==> src/design/msf_pkg.sv <==
// Shared types, constants and divider step function for the motor speed framer.
// No dependencies.
package msf_pkg;

  localparam int SPEED_W    = 16;
  localparam int REG_W      = 8;
  localparam int CFG_IDX_W  = 2;
  localparam int FRAME_LEN  = 9;
  localparam int IDX_W      = $clog2(FRAME_LEN);
  localparam int QDEPTH     = 2;
  localparam int QAW        = $clog2(QDEPTH);
  localparam int QCNT_W     = $clog2(QDEPTH + 1);
  localparam int DIV_STEPS  = SPEED_W / 2;
  localparam int DCNT_W     = $clog2(DIV_STEPS);

  localparam logic [REG_W-1:0] HEADER_BYTE = 8'h23;
  localparam logic [REG_W-1:0] PAD_BYTE    = 8'h00;

  localparam logic [CFG_IDX_W-1:0] REG_DIVIDE_FACTOR   = 2'd0;
  localparam logic [CFG_IDX_W-1:0] REG_MAGNITUDE_LIMIT = 2'd1;

  localparam logic [IDX_W-1:0] BYTE_HDR0     = 4'd0;
  localparam logic [IDX_W-1:0] BYTE_HDR1     = 4'd1;
  localparam logic [IDX_W-1:0] BYTE_HDR2     = 4'd2;
  localparam logic [IDX_W-1:0] BYTE_LEFT_LO  = 4'd3;
  localparam logic [IDX_W-1:0] BYTE_LEFT_HI  = 4'd4;
  localparam logic [IDX_W-1:0] BYTE_RIGHT_LO = 4'd5;
  localparam logic [IDX_W-1:0] BYTE_RIGHT_HI = 4'd6;
  localparam logic [IDX_W-1:0] BYTE_PAD0     = 4'd7;
  localparam logic [IDX_W-1:0] BYTE_LAST     = 4'd8;

  typedef struct packed {
    logic signed [SPEED_W-1:0] left_speed;
    logic signed [SPEED_W-1:0] right_speed;
  } in_item_t;

  typedef struct packed {
    logic [REG_W-1:0] frame_byte;
    logic             frame_end;
  } out_item_t;

  typedef struct packed {
    logic [REG_W-1:0] divide_factor;
    logic [REG_W-1:0] magnitude_limit;
  } cfg_t;

  // Sign and magnitude of both speeds, as split by the front end.
  typedef struct packed {
    logic               left_neg;
    logic [SPEED_W-1:0] left_mag;
    logic               right_neg;
    logic [SPEED_W-1:0] right_mag;
  } cls_item_t;

  typedef struct packed {
    logic [REG_W-1:0]   rem;
    logic [SPEED_W-1:0] quo;
  } div_state_t;

  // Two restoring division steps: shift one dividend bit into the remainder each.
  function automatic div_state_t div_step2(div_state_t s, logic [REG_W-1:0] d);
    logic [REG_W:0] sh;
    logic           ge;
    div_state_t     r;
    r = s;
    for (int k = 0; k < 2; k++) begin
      sh    = {r.rem, r.quo[SPEED_W-1]};
      ge    = (sh >= {1'b0, d});
      r.rem = ge ? REG_W'(sh - {1'b0, d}) : sh[REG_W-1:0];
      r.quo = {r.quo[SPEED_W-2:0], ge};
    end
    return r;
  endfunction

endpackage

==> src/design/msf_front.sv <==
// Front end: input register that splits each speed into sign and magnitude.
// Depends on msf_pkg.
module msf_front (
  input  logic               clk,
  input  logic               rst_n,
  input  logic               in_valid,
  output logic               in_stall,
  input  msf_pkg::in_item_t  in_data,
  output logic               push,
  output msf_pkg::cls_item_t push_data,
  input  logic               q_full
);

  logic               fr_valid_r, fr_valid_nxt;
  msf_pkg::cls_item_t fr_data_r;
  logic               accept;

  assign in_stall  = fr_valid_r && q_full;
  assign accept    = in_valid && !in_stall;
  assign push      = fr_valid_r && !q_full;
  assign push_data = fr_data_r;

  always_comb begin
    fr_valid_nxt = fr_valid_r;
    if (accept) begin
      fr_valid_nxt = 1'b1;
    end else if (push) begin
      fr_valid_nxt = 1'b0;
    end
  end

  always_ff @(posedge clk) begin
    if (!rst_n) begin
      fr_valid_r <= 1'b0;
    end else begin
      fr_valid_r <= fr_valid_nxt;
    end
  end

  always_ff @(posedge clk) begin
    if (accept) begin
      fr_data_r.left_neg  <= in_data.left_speed[msf_pkg::SPEED_W-1];
      fr_data_r.left_mag  <= in_data.left_speed[msf_pkg::SPEED_W-1]
                             ? msf_pkg::SPEED_W'(~in_data.left_speed + 1'b1)
                             : in_data.left_speed;
      fr_data_r.right_neg <= in_data.right_speed[msf_pkg::SPEED_W-1];
      fr_data_r.right_mag <= in_data.right_speed[msf_pkg::SPEED_W-1]
                             ? msf_pkg::SPEED_W'(~in_data.right_speed + 1'b1)
                             : in_data.right_speed;
    end
  end

endmodule

==> src/design/msf_queue.sv <==
// Short FIFO between the front end and the divide/serialize back end.
// Depends on msf_pkg.
module msf_queue (
  input  logic               clk,
  input  logic               rst_n,
  input  logic               push,
  input  msf_pkg::cls_item_t push_data,
  output logic               full,
  input  logic               pop,
  output logic               q_valid,
  output msf_pkg::cls_item_t q_data
);

  msf_pkg::cls_item_t              mem_r [msf_pkg::QDEPTH];
  logic [msf_pkg::QAW-1:0]         wr_ptr_r, wr_ptr_nxt;
  logic [msf_pkg::QAW-1:0]         rd_ptr_r, rd_ptr_nxt;
  logic [msf_pkg::QCNT_W-1:0]      cnt_r, cnt_nxt;

  assign full    = (cnt_r == msf_pkg::QCNT_W'(msf_pkg::QDEPTH));
  assign q_valid = (cnt_r != '0);
  assign q_data  = mem_r[rd_ptr_r];

  always_comb begin
    wr_ptr_nxt = wr_ptr_r;
    rd_ptr_nxt = rd_ptr_r;
    cnt_nxt    = cnt_r;
    if (push) begin
      wr_ptr_nxt = (wr_ptr_r == msf_pkg::QAW'(msf_pkg::QDEPTH - 1)) ? '0
                   : msf_pkg::QAW'(wr_ptr_r + 1'b1);
    end
    if (pop) begin
      rd_ptr_nxt = (rd_ptr_r == msf_pkg::QAW'(msf_pkg::QDEPTH - 1)) ? '0
                   : msf_pkg::QAW'(rd_ptr_r + 1'b1);
    end
    if (push && !pop) begin
      cnt_nxt = msf_pkg::QCNT_W'(cnt_r + 1'b1);
    end else if (pop && !push) begin
      cnt_nxt = msf_pkg::QCNT_W'(cnt_r - 1'b1);
    end
  end

  always_ff @(posedge clk) begin
    if (!rst_n) begin
      wr_ptr_r <= '0;
      rd_ptr_r <= '0;
      cnt_r    <= '0;
    end else begin
      wr_ptr_r <= wr_ptr_nxt;
      rd_ptr_r <= rd_ptr_nxt;
      cnt_r    <= cnt_nxt;
    end
  end

  always_ff @(posedge clk) begin
    if (push) begin
      mem_r[wr_ptr_r] <= push_data;
    end
  end

endmodule

==> src/design/msf_back.sv <==
// Back end: iterative divider for both speeds, clamp, and 9-byte frame serializer.
// Depends on msf_pkg.
module msf_back (
  input  logic               clk,
  input  logic               rst_n,
  input  msf_pkg::cfg_t      cfg,
  input  logic               q_valid,
  input  msf_pkg::cls_item_t q_data,
  output logic               pop,
  output logic               out_valid,
  input  logic               out_stall,
  output msf_pkg::out_item_t out_data
);

  typedef enum logic [2:0] {
    DIV_IDLE = 3'b001,
    DIV_RUN  = 3'b010,
    DIV_DONE = 3'b100
  } div_fsm_t;

  div_fsm_t                     st_r, st_nxt;
  logic [msf_pkg::DCNT_W-1:0]   cnt_r, cnt_nxt;
  msf_pkg::div_state_t          ldiv_r, rdiv_r;
  logic                         lneg_r, rneg_r;

  logic                         ser_busy_r, ser_busy_nxt;
  logic [msf_pkg::IDX_W-1:0]    idx_r, idx_nxt;
  logic [msf_pkg::SPEED_W-1:0]  left_r, right_r;

  logic [msf_pkg::REG_W-1:0]    divisor;
  logic                         out_take, ser_free, xfer;
  logic [msf_pkg::SPEED_W-1:0]  lim_ext, lclamp, rclamp, lres, rres;

  // A zero factor divides by one.
  assign divisor  = (cfg.divide_factor == '0) ? msf_pkg::REG_W'(1) : cfg.divide_factor;

  assign out_take = ser_busy_r && !out_stall;
  assign ser_free = !ser_busy_r || (out_take && idx_r == msf_pkg::BYTE_LAST);
  assign xfer     = (st_r == DIV_DONE) && ser_free;
  assign pop      = q_valid && ((st_r == DIV_IDLE) || xfer);

  // Clamp the magnitude, then restore the sign.
  assign lim_ext = msf_pkg::SPEED_W'(cfg.magnitude_limit);
  assign lclamp  = (ldiv_r.quo > lim_ext) ? lim_ext : ldiv_r.quo;
  assign rclamp  = (rdiv_r.quo > lim_ext) ? lim_ext : rdiv_r.quo;
  assign lres    = lneg_r ? msf_pkg::SPEED_W'(~lclamp + 1'b1) : lclamp;
  assign rres    = rneg_r ? msf_pkg::SPEED_W'(~rclamp + 1'b1) : rclamp;

  always_comb begin
    st_nxt  = st_r;
    cnt_nxt = cnt_r;
    case (st_r)
      DIV_IDLE: begin
        if (pop) begin
          st_nxt  = DIV_RUN;
          cnt_nxt = '0;
        end
      end
      DIV_RUN: begin
        cnt_nxt = msf_pkg::DCNT_W'(cnt_r + 1'b1);
        if (cnt_r == msf_pkg::DCNT_W'(msf_pkg::DIV_STEPS - 1)) begin
          st_nxt = DIV_DONE;
        end
      end
      DIV_DONE: begin
        if (pop) begin
          st_nxt  = DIV_RUN;
          cnt_nxt = '0;
        end else if (xfer) begin
          st_nxt = DIV_IDLE;
        end
      end
      default: begin
        st_nxt = DIV_IDLE;
      end
    endcase
  end

  always_comb begin
    ser_busy_nxt = ser_busy_r;
    idx_nxt      = idx_r;
    if (xfer) begin
      ser_busy_nxt = 1'b1;
      idx_nxt      = '0;
    end else if (out_take) begin
      if (idx_r == msf_pkg::BYTE_LAST) begin
        ser_busy_nxt = 1'b0;
      end else begin
        idx_nxt = msf_pkg::IDX_W'(idx_r + 1'b1);
      end
    end
  end

  always_ff @(posedge clk) begin
    if (!rst_n) begin
      st_r       <= DIV_IDLE;
      cnt_r      <= '0;
      ser_busy_r <= 1'b0;
      idx_r      <= '0;
    end else begin
      st_r       <= st_nxt;
      cnt_r      <= cnt_nxt;
      ser_busy_r <= ser_busy_nxt;
      idx_r      <= idx_nxt;
    end
  end

  // Divider datapath: load magnitudes on pop, two quotient bits per cycle.
  always_ff @(posedge clk) begin
    if (pop) begin
      lneg_r     <= q_data.left_neg;
      rneg_r     <= q_data.right_neg;
      ldiv_r.rem <= '0;
      ldiv_r.quo <= q_data.left_mag;
      rdiv_r.rem <= '0;
      rdiv_r.quo <= q_data.right_mag;
    end else if (st_r == DIV_RUN) begin
      ldiv_r <= msf_pkg::div_step2(ldiv_r, divisor);
      rdiv_r <= msf_pkg::div_step2(rdiv_r, divisor);
    end
  end

  always_ff @(posedge clk) begin
    if (xfer) begin
      left_r  <= lres;
      right_r <= rres;
    end
  end

  assign out_valid = ser_busy_r;

  always_comb begin
    out_data.frame_end = (idx_r == msf_pkg::BYTE_LAST);
    case (idx_r)
      msf_pkg::BYTE_HDR0,
      msf_pkg::BYTE_HDR1,
      msf_pkg::BYTE_HDR2:     out_data.frame_byte = msf_pkg::HEADER_BYTE;
      msf_pkg::BYTE_LEFT_LO:  out_data.frame_byte = left_r[7:0];
      msf_pkg::BYTE_LEFT_HI:  out_data.frame_byte = left_r[15:8];
      msf_pkg::BYTE_RIGHT_LO: out_data.frame_byte = right_r[7:0];
      msf_pkg::BYTE_RIGHT_HI: out_data.frame_byte = right_r[15:8];
      msf_pkg::BYTE_PAD0,
      msf_pkg::BYTE_LAST:     out_data.frame_byte = msf_pkg::PAD_BYTE;
      default:                out_data.frame_byte = msf_pkg::PAD_BYTE;
    endcase
  end

endmodule

==> src/design/motor_speed_command_framer_top.sv <==
// An accepted speed pair passes the front register and the queue, is divided and
// clamped, and goes out as a 9-byte frame; the divider (two quotient bits per cycle)
// works on the next speed pair while the serializer sends the current frame.
// Reset (synchronous, rst_n low) empties the queue and serializer, factor 1, limit 0.
// Top level of the motor speed command framer; depends on msf_pkg, msf_front,
// msf_queue and msf_back.
module motor_speed_command_framer_top (
  input  logic                            clk,
  input  logic                            rst_n,
  input  logic                            in_valid,
  output logic                            in_stall,
  input  msf_pkg::in_item_t               in_data,
  output logic                            out_valid,
  input  logic                            out_stall,
  output msf_pkg::out_item_t              out_data,
  input  logic                            cfg_we,
  input  logic [msf_pkg::CFG_IDX_W-1:0]   cfg_idx,
  input  logic [msf_pkg::REG_W-1:0]       cfg_data
);

  msf_pkg::cfg_t      cfg_r;
  logic               push, full, pop, q_valid;
  msf_pkg::cls_item_t push_data, q_data;

  // Writes to unknown indexes are dropped.
  always_ff @(posedge clk) begin
    if (!rst_n) begin
      cfg_r.divide_factor   <= msf_pkg::REG_W'(1);
      cfg_r.magnitude_limit <= '0;
    end else if (cfg_we) begin
      case (cfg_idx)
        msf_pkg::REG_DIVIDE_FACTOR:   cfg_r.divide_factor   <= cfg_data;
        msf_pkg::REG_MAGNITUDE_LIMIT: cfg_r.magnitude_limit <= cfg_data;
        default: ;
      endcase
    end
  end

  msf_front u_front (
    .clk       (clk),
    .rst_n     (rst_n),
    .in_valid  (in_valid),
    .in_stall  (in_stall),
    .in_data   (in_data),
    .push      (push),
    .push_data (push_data),
    .q_full    (full)
  );

  msf_queue u_queue (
    .clk       (clk),
    .rst_n     (rst_n),
    .push      (push),
    .push_data (push_data),
    .full      (full),
    .pop       (pop),
    .q_valid   (q_valid),
    .q_data    (q_data)
  );

  msf_back u_back (
    .clk       (clk),
    .rst_n     (rst_n),
    .cfg       (cfg_r),
    .q_valid   (q_valid),
    .q_data    (q_data),
    .pop       (pop),
    .out_valid (out_valid),
    .out_stall (out_stall),
    .out_data  (out_data)
  );

endmodule

==> config.mk <==
export PLATFORM = sky130hd
export DESIGN_NAME = motor_speed_command_framer_top
export DESIGN_NICKNAME = d
export VERILOG_FILES = /design/src/design/msf_pkg.sv /design/src/design/msf_front.sv /design/src/design/msf_queue.sv /design/src/design/msf_back.sv /design/src/design/motor_speed_command_framer_top.sv
export SDC_FILE = /design/constraint.sdc
export NUM_CORES = 1
export LEC_CHECK = 0
export BUFFER_PORTS_ARGS = -buffer_cell sky130_fd_sc_hd__buf_2
export CAP_MARGIN = 20
export CORE_MARGIN = 4
export CORE_UTILIZATION = 30
export DETAILED_ROUTE_END_ITERATION = 12
export PLACE_DENSITY_LB_ADDON = 0.25
export SLEW_MARGIN = 40
export SYNTH_ARGS = -nofsm -noshare
export SYNTH_HDL_FRONTEND = slang
export SYNTH_SLANG_ARGS = --single-unit
==> constraint.sdc <==
create_clock -name clk -period 8 [get_ports clk]
set_input_delay 1.6 -clock clk [delete_from_list [all_inputs] [get_ports clk]]
set_output_delay 1.6 -clock clk [all_outputs]
set_load 0.02 [all_outputs]
; Word-level counts from Yosys, hierarchy flattened
; Memories as Yosys holds them, arrays and structs flattened. A register that Yosys moved wholly into a read port is not among the register bits.
; Cells that the tools add are included.
[op_classes]
add_sub_neg = 14
magnitude_cmp = 6
eq_ne = 17
mux = 36
bitwise = 6
reduce_logical = 36
[ops]
columns = operator, n
row1 = 16-bit 2-to-1 mux, 8
row2 = 16-bit by 1-bit adder with 16-bit output (second input constant), 4
row3 = 16-bit NOT, 4
row4 = 8-bit 2-to-1 mux, 5
row5 = 8-bit case mux with 5 select lines, 1
row6 = 9-bit by 8-bit greater-or-equal comparator with 1-bit output, 4
row7 = 16-bit by 8-bit greater-than comparator with 1-bit output, 2
row8 = 8-bit subtractor, 4
row9 = 15-bit 2-to-1 mux, 2
row10 = 3-bit 2-to-1 mux, 5
row11 = 2-bit nonzero test, 7
row12 = 4-bit by 3-bit == test with 1-bit output (second input constant), 3
row13 = 1-bit 2-to-1 mux, 11
row14 = 2-bit AND reduction, 5
row15 = 1-bit logical AND, 9
row16 = 3-bit case mux with 3 select lines, 1
row17 = 4-bit by 2-bit == test with 1-bit output (second input constant), 2
row18 = 8-bit logical NOT, 1
row19 = 3-bit == test (second input constant), 2
row20 = 1-bit logical NOT, 6
row21 = 3-bit case mux with 2 select lines, 1
row22 = 4-bit by 1-bit adder with 4-bit output (second input constant), 1
row23 = 4-bit by 1-bit == test with 1-bit output (second input constant), 1
row24 = 4-bit == test (second input constant), 1
row25 = 19 further kinds, 25
[word_totals]
ff_bits = 148
ramBits = 68
inputBits = 47
out_inout_bits = 11
mem_count = 1
[memory_table]
columns = memory, words, word_bits, read_ports, rd_ports_with_merged_regs, write_ports, line_no
row1 = u_queue.mem_r, 2, 34, 1, 1, 1, msf_queue.sv:14  ; msf_pkg::cls_item_t mem_r [msf_pkg::QDEPTH];

; Logic depth before layout (Yosys ltp)
[logic_depth]
depth_word = 10
depth_mapped = 19
mapped_depth_nobuf = 18

; By module
; From an unflattened synthesis, not the netlist that was laid out.
[unflattened]
hier_cells = 1019
area_unflattened_um2 = 11886.4
[modules_own_cells]
columns = mod, instances, cells_per_inst, area_each_um2
row1 = msf_back, 1, 692, 6815.3
row2 = msf_queue, 1, 128, 2673.8
row3 = msf_front, 1, 136, 1752.9
row4 = motor_speed_command_framer_top, 1, 63, 644.4

; Worst setup path before layout
; OpenSTA, ideal clock, no wires.
[synth_path]
path_kind = input-to-reg
from = in out_stall
to = reg u_back.idx_r[0] (netlist name)
setup_time_ps = 118
arrival_time_ps = 4667
slack_ps = 3215
path_stages = 5
n_path_buf = 0
path_cell_list = nand4bb_1 > and2_1 > nor3_1 > nand2b_1 > nor2_1
[synth_between]
elab_chain_len = 6
word_cells_on_any_way = 7
cone_classes = reduce/logical: 7
[synth_rtl]
columns = item, line_no
row1 = start: declaration, motor_speed_command_framer_top.sv:14  ; input logic out_stall,
row2 = 1-bit logical NOT *, msf_back.sv:37  ; assign out_take = ser_busy_r && !out_stall;
row3 = 1-bit logical AND *, msf_back.sv:37
row4 = 1-bit logical AND, msf_back.sv:38  ; assign ser_free = !ser_busy_r || (out_take && idx_r == msf_pkg::BYTE_LAST);
row5 = 1-bit logical OR, msf_back.sv:38
row6 = 1-bit logical AND, msf_back.sv:39  ; assign xfer = (st_r == DIV_DONE) && ser_free;
row7 = 2-bit OR reduction (no line), n/a
row8 = end signal: assignment, msf_back.sv:104  ; idx_r <= idx_nxt;
row9 = end: declaration, msf_back.sv:27  ; logic [msf_pkg::IDX_W-1:0] idx_r, idx_nxt;
; Every way passes the cells marked *; elsewhere a longest branch is shown, timed or not.
; A chain may end at the register's enable or synchronous reset.

; Worst setup path after layout
[layout_path]
from = reg cfg_r[9] (netlist name)
to = reg u_back.rdiv_r[0] (netlist name), data pin
[layout_between]
elab_chain_len = 7
word_cells_on_any_way = 8
cone_classes = add/sub: 1 / order compare: 2 / mux: 4 / reduce/logical: 1
[layout_rtl]
columns = item, line_no
row1 = start: declaration, motor_speed_command_framer_top.sv:21  ; msf_pkg::cfg_t cfg_r;
row2 = 8-bit logical NOT, msf_back.sv:35  ; assign divisor = (cfg.divide_factor == '0) ? msf_pkg::REG_W'(1) : cfg.divide_factor;
row3 = 8-bit 2-to-1 mux *, msf_back.sv:35
row4 = 8-bit subtractor or 9-bit by 8-bit greater-or-equal comparator with 1-bit output (tied branches), "msf_pkg.sv:69, msf_pkg.sv:68"
row5 = 8-bit 2-to-1 mux, msf_pkg.sv:69  ; r.rem = ge ? REG_W'(sh - {1'b0, d}) : sh[REG_W-1:0];
row6 = 9-bit by 8-bit greater-or-equal comparator with 1-bit output *, msf_pkg.sv:68  ; ge = (sh >= {1'b0, d});
row7 = 16-bit 2-to-1 mux *, msf_back.sv:117  ; end else if (st_r == DIV_RUN) begin
row8 = 16-bit 2-to-1 mux *, msf_back.sv:110  ; if (pop) begin
row9 = end signal: assignment, msf_back.sv:119  ; rdiv_r <= msf_pkg::div_step2(rdiv_r, divisor);
row10 = end: declaration, msf_back.sv:23  ; msf_pkg::div_state_t ldiv_r, rdiv_r;
; Every way passes the cells marked *; elsewhere a longest branch is shown, timed or not. The select of a mux whose other input is x is not followed.

==> tab_implementation.tex <==
\begin{tabular}{lr}
\hline
Metric & Value \\
\hline
\multicolumn{2}{l}{\textbf{Clocking}} \\
Num Clock Sinks & 217 \\
Clock buffer count from CTS & 23 \\
Number of buffers inserted for hold repair after clock tree synthesis & 0 \\
Number of resized instances in the post-cts repair step & 0 \\
CTS root buf & sky130\_fd\_sc\_hd\_\_clkbuf\_16 \\
H-tree depth & 1 \\
Worst-skew pair later-pin latency & 0.53 ns \\
CTS tree & done \\
Reg clk slew, reported paths & 0.06 ns \\
Setup fix buffers added after clock tree synthesis & 0 \\
Max Buffers Root-to-Sink & 3 \\
\multicolumn{2}{l}{\textbf{Outcome}} \\
Run status & finished clean \\
\multicolumn{2}{l}{\textbf{Detailed routing}} \\
Vias after detailed routing & 7995 \\
Total DRC errors in the routed layout & 0 \\
Wire length reported by the detailed router & 26.74 mm \\
Via density per instance & 4.881 \\
Remaining antenna violation count & 0 \\
Number of DRC markers in iteration 0 & 500 \\
Mean routed wirelength per cell & 16.32 um \\
TritonRoute pass-1 iters & 5 \\
\multicolumn{2}{l}{\textbf{Final layout}} \\
Total non-filler cell area in the finished layout & 13290 um\^{}2 \\
Net total in the final layout & 1214 \\
Synthesis-to-finish area growth & 13.64\% \\
Share of post-route cells with drive strength above 1 & 0.1223 \\
Final Util & 0.3448 \\
Area of the multi-input gates & 5323 um\^{}2 \\
FF/Latch Area & 6027 um\^{}2 \\
Filler cell count & 3916 \\
Ant. Diodes & 0 \\
\multicolumn{2}{l}{\textbf{Synthesis}} \\
Synthesized netlist net count & 1166 \\
Synthesized instance count & 1056 \\
Flops \& latches, synth & 217 \\
Share of the synthesized netlist area taken by xor and xnor gates & 0.04866 \\
Count of yosys warnings during synthesis & 0 \\
Post-synth EDFFs & 168 \\
Post-synth ARST share & 0 \\
Cell variety after synth & 74 \\
Combinational family with the most area after synthesis & compound AO/OA/AOI/OAI gates \\
Commonest register cell after synthesis & sky130\_fd\_sc\_hd\_\_edfxtp\_1 \\
Simple logic cell fraction of the synthesized area & 0.1324 \\
Fraction of the yosys area taken by sequential cells & 0.5151 \\
Area share of fa/ha/maj cells after synthesis & 0.06995 \\
Share of the synthesized area in compound gates (AO/OA/AOI/OAI) & 0.1394 \\
Synthesized area per cell & 11.08 um\^{}2 \\
Netlist area before placement & 11700 um\^{}2 \\
Mux contribution to synthesized area & 0.06118 \\
\multicolumn{2}{l}{\textbf{Hold path}} \\
Hold Path Depth & 0 \\
Source of the worst hold timing path & u\_front.push\_data[2]\$\_DFFE\_PP\_ \\
Classification of the worst-slack hold path & reg -> reg \\
Hold EP & u\_queue.mem\_r[1][2]\$\_DFFE\_PP\_ \\
\multicolumn{2}{l}{\textbf{Global route}} \\
Aggregate global-route resource usage & 0.1266 \\
Via count of the first global-routing pass & 7807 \\
Global-route wire length before repair & 42.97 mm \\
Antenna violations before repair & 0 \\
Overflow after GRT & 0 \\
Maximum number of pins on one net before global-route repair & 67 \\
\multicolumn{2}{l}{\textbf{Floorplanning}} \\
Initial core utilization & 0.3034 \\
Site row count & 72 \\
Core Box Area & 38560 um\^{}2 \\
Die Span X & 205.5 um \\
Vert. Die Dim & 205.5 um \\
Floorplan die area & 42220 um\^{}2 \\
Count of boundary I/O pins & 58 \\
\multicolumn{2}{l}{\textbf{STA}} \\
Setup clock skew after layout & 0.02771 ns \\
Slew at the pin closest to its max-slew limit & 0.7584 ns \\
Setup tns final & 0 ns \\
Time the worst path needs with I/O delays and setup & 4.810 ns \\
Slew Viols, Final & 0 \\
Final setup vio count & 0 \\
Max Fclk & 0.2079 GHz \\
RSZ-0062 raised after global routing & false \\
Post-route fraction of the period consumed by the critical path & 0.6013 \\
Final number of hold-violating endpoints & 0 \\
Relative slew slack & 0.4939 \\
\multicolumn{2}{l}{\textbf{Worst setup path}} \\
Setup crit end kind & register \\
Required time worst endpoint & 8.25 ns \\
Data arrival, critical path & 5.06 ns \\
Highest fanout seen on the critical path & 10 \\
Nature of the critical path startpoint & register \\
Register-to-register path setup slack & 3.19 ns \\
Reg2Reg Launch Point & cfg\_r[9]\$\_SDFFE\_PN0P\_ \\
CP Class & reg -> reg \\
FF-to-FF End & u\_back.rdiv\_r[0]\$\_DFFE\_PP\_ \\
Path depth of the worst reg2reg path & 15 \\
\multicolumn{2}{l}{\textbf{Run}} \\
Max capacitance violation total & 0 \\
\multicolumn{2}{l}{\textbf{Place}} \\
Estimated wirelength of the detail-placed design & 19.89 mm \\
IO buf count & 57 \\
Placement-stage cell area & 12580 um\^{}2 \\
Weighted congestion at the end of routability-driven global placement & 0.8301 \\
\multicolumn{2}{l}{\textbf{Pwr}} \\
Post-layout power & 6109 uW \\
Pwr Density & 459.6 nW/um\^{}2 \\
Pleak & 0.004798 uW \\
Peak supply drop & 0.2832 mV \\
\hline
\end{tabular}
## final cells by class
class	count	share of cell area
clock inverter	10	0.008471
multi-input combinational	741	0.4004
clock buffer	31	0.04555
sequential	217	0.4534
timing repair buffer	65	0.02767
tap	518	0.04875
inverter	56	0.01581
## how the worst max path moves through the flow
stage | from | endpoint | depth (start not counted)
CTS | cfg_r[9]$_SDFFE_PN0P_ | u_back.rdiv_r[0]$_DFFE_PP_ | 15
finish | cfg_r[9]$_SDFFE_PN0P_ | u_back.rdiv_r[0]$_DFFE_PP_ | 15
detailed placement | cfg_r[9]$_SDFFE_PN0P_ | u_back.rdiv_r[0]$_DFFE_PP_ | 15
floorplan | out_stall | u_back.idx_r[0]$_SDFFE_PP0P_ | 5
global route | cfg_r[12]$_SDFFE_PN0P_ | u_back.rdiv_r[0]$_DFFE_PP_ | 15
global placement | out_stall | u_back.ldiv_r[6]$_DFFE_PP_ | 7
## critical path, stage by stage (launching register included)
cell and delay, ns:
sky130_fd_sc_hd__dfxtp_1 0.30, sky130_fd_sc_hd__inv_1 0.35, sky130_fd_sc_hd__a41o_1 0.32, sky130_fd_sc_hd__ha_1 0.25, sky130_fd_sc_hd__nor2b_4 0.06, sky130_fd_sc_hd__o31a_4 0.31, sky130_fd_sc_hd__o31ai_4 0.16, sky130_fd_sc_hd__a31o_1 0.47
sky130_fd_sc_hd__mux2i_1 0.41, sky130_fd_sc_hd__ha_1 0.32, sky130_fd_sc_hd__nor2b_1 0.15, sky130_fd_sc_hd__o31ai_1 0.36, sky130_fd_sc_hd__a21oi_1 0.16, sky130_fd_sc_hd__o22ai_1 0.52, sky130_fd_sc_hd__and2_4 0.33, sky130_fd_sc_hd__a21oi_1 0.08
## Yosys cell counts, types with 15 or more instances
cell | instances | share of area
sky130_fd_sc_hd__nand4_1 | 21 | 0.011
sky130_fd_sc_hd__inv_1 | 56 | 0.018
sky130_fd_sc_hd__xnor2_1 | 45 | 0.034
sky130_fd_sc_hd__nand2_1 | 113 | 0.036
sky130_fd_sc_hd__edfxtp_1 | 168 | 0.43
sky130_fd_sc_hd__a21oi_1 | 45 | 0.019
sky130_fd_sc_hd__a211oi_1 | 20 | 0.013
sky130_fd_sc_hd__nand2b_1 | 15 | 0.0080
sky130_fd_sc_hd__nor2b_1 | 34 | 0.018
sky130_fd_sc_hd__nor2_1 | 45 | 0.014
sky130_fd_sc_hd__o211ai_1 | 16 | 0.010
sky130_fd_sc_hd__xor2_1 | 20 | 0.015
sky130_fd_sc_hd__ha_1 | 59 | 0.063
sky130_fd_sc_hd__dfxtp_1 | 49 | 0.084
sky130_fd_sc_hd__mux2i_1 | 51 | 0.044
sky130_fd_sc_hd__or3_1 | 20 | 0.011
sky130_fd_sc_hd__clkbuf_1 | 32 | 0.010
sky130_fd_sc_hd__mux2_2 | 15 | 0.014
sky130_fd_sc_hd__o21ai_0 | 61 | 0.026
## logic make-up after synthesis
kind of cell / count (synthesis)
compound gates: 237
xor+xnor: 65
fa+ha+maj: 63
buf+inv: 98
flops: 217
mux: 68
simple gates: 308
## layer usage
metal  GRT usage  vias to the layer above  part of all wire
li1            -                     4015                 -
met1      0.1810                     3764              0.49
met2      0.1953                      164              0.44
met3     0.01939                       52             0.040
met4     0.04474                        0             0.035
met5           0                        -                 0
## state kept, by name, summed over array words and instances, names as in the netlist, 2 cells and up, named ones only
register,flops
u_back.cnt_r,3
cfg_r,16
u_queue.cnt_r,2
u_back.right_r,16
u_back.idx_r,4
u_back.st_r,3
u_back.rdiv_r,24
u_back.left_r,16
u_front.push_data,34
u_queue.mem_r,68
u_back.ldiv_r,24
## cell usage in the layout (no fill, tap or decap), types with 9 or more instances in the layout
| cell type | netlist | routed |
|---|---|---|
| sky130_fd_sc_hd__nand4_1 | 21 | 21 |
| sky130_fd_sc_hd__a21o_1 | 10 | 10 |
| sky130_fd_sc_hd__and2_1 | 9 | 9 |
| sky130_fd_sc_hd__o211ai_1 | 16 | 16 |
| sky130_fd_sc_hd__nor2b_1 | 34 | 33 |
| sky130_fd_sc_hd__nand2b_1 | 15 | 15 |
| sky130_fd_sc_hd__mux2_2 | 15 | 15 |
| sky130_fd_sc_hd__nor3_1 | 13 | 12 |
| sky130_fd_sc_hd__a211oi_1 | 20 | 20 |
| sky130_fd_sc_hd__inv_1 | 56 | 55 |
| sky130_fd_sc_hd__o21ai_0 | 61 | 61 |
| sky130_fd_sc_hd__o21a_1 | 14 | 14 |
| sky130_fd_sc_hd__o31ai_1 | 12 | 12 |
| sky130_fd_sc_hd__nor2_1 | 45 | 41 |
| sky130_fd_sc_hd__xor2_1 | 20 | 20 |
| sky130_fd_sc_hd__nand2_1 | 113 | 113 |
| sky130_fd_sc_hd__clkbuf_16 | 0 | 23 |
| sky130_fd_sc_hd__ha_1 | 59 | 59 |
| sky130_fd_sc_hd__dfxtp_1 | 49 | 48 |
| sky130_fd_sc_hd__mux2i_1 | 51 | 51 |
| sky130_fd_sc_hd__a21oi_1 | 45 | 45 |
| sky130_fd_sc_hd__xnor2_1 | 45 | 45 |
| sky130_fd_sc_hd__edfxtp_1 | 168 | 168 |
| sky130_fd_sc_hd__or3_1 | 20 | 20 |
| sky130_fd_sc_hd__buf_2 | 5 | 57 |
| sky130_fd_sc_hd__nor4_1 | 9 | 9 |
## stage by stage
stage	cells	setup WS [ns]	hold slack, ns
5_1_grt	1638	2.759	0.4524
3_5_place_dp	1597	3.194	0.4319
4_1_cts	1638	3.195	0.4458
6_report	1638	3.190	0.4412
2_1_floorplan	1056	3.215	0.4215
3_3_place_gp	1594	3.283	0.4262
## power by group
part	switching, uW	leakage [uW]	internal [uW]
clock network	433	0.000345	599
logic	1990	0.00248	1380
registers	189	0.00197	1520
Power figures use the tool's default switching activity.
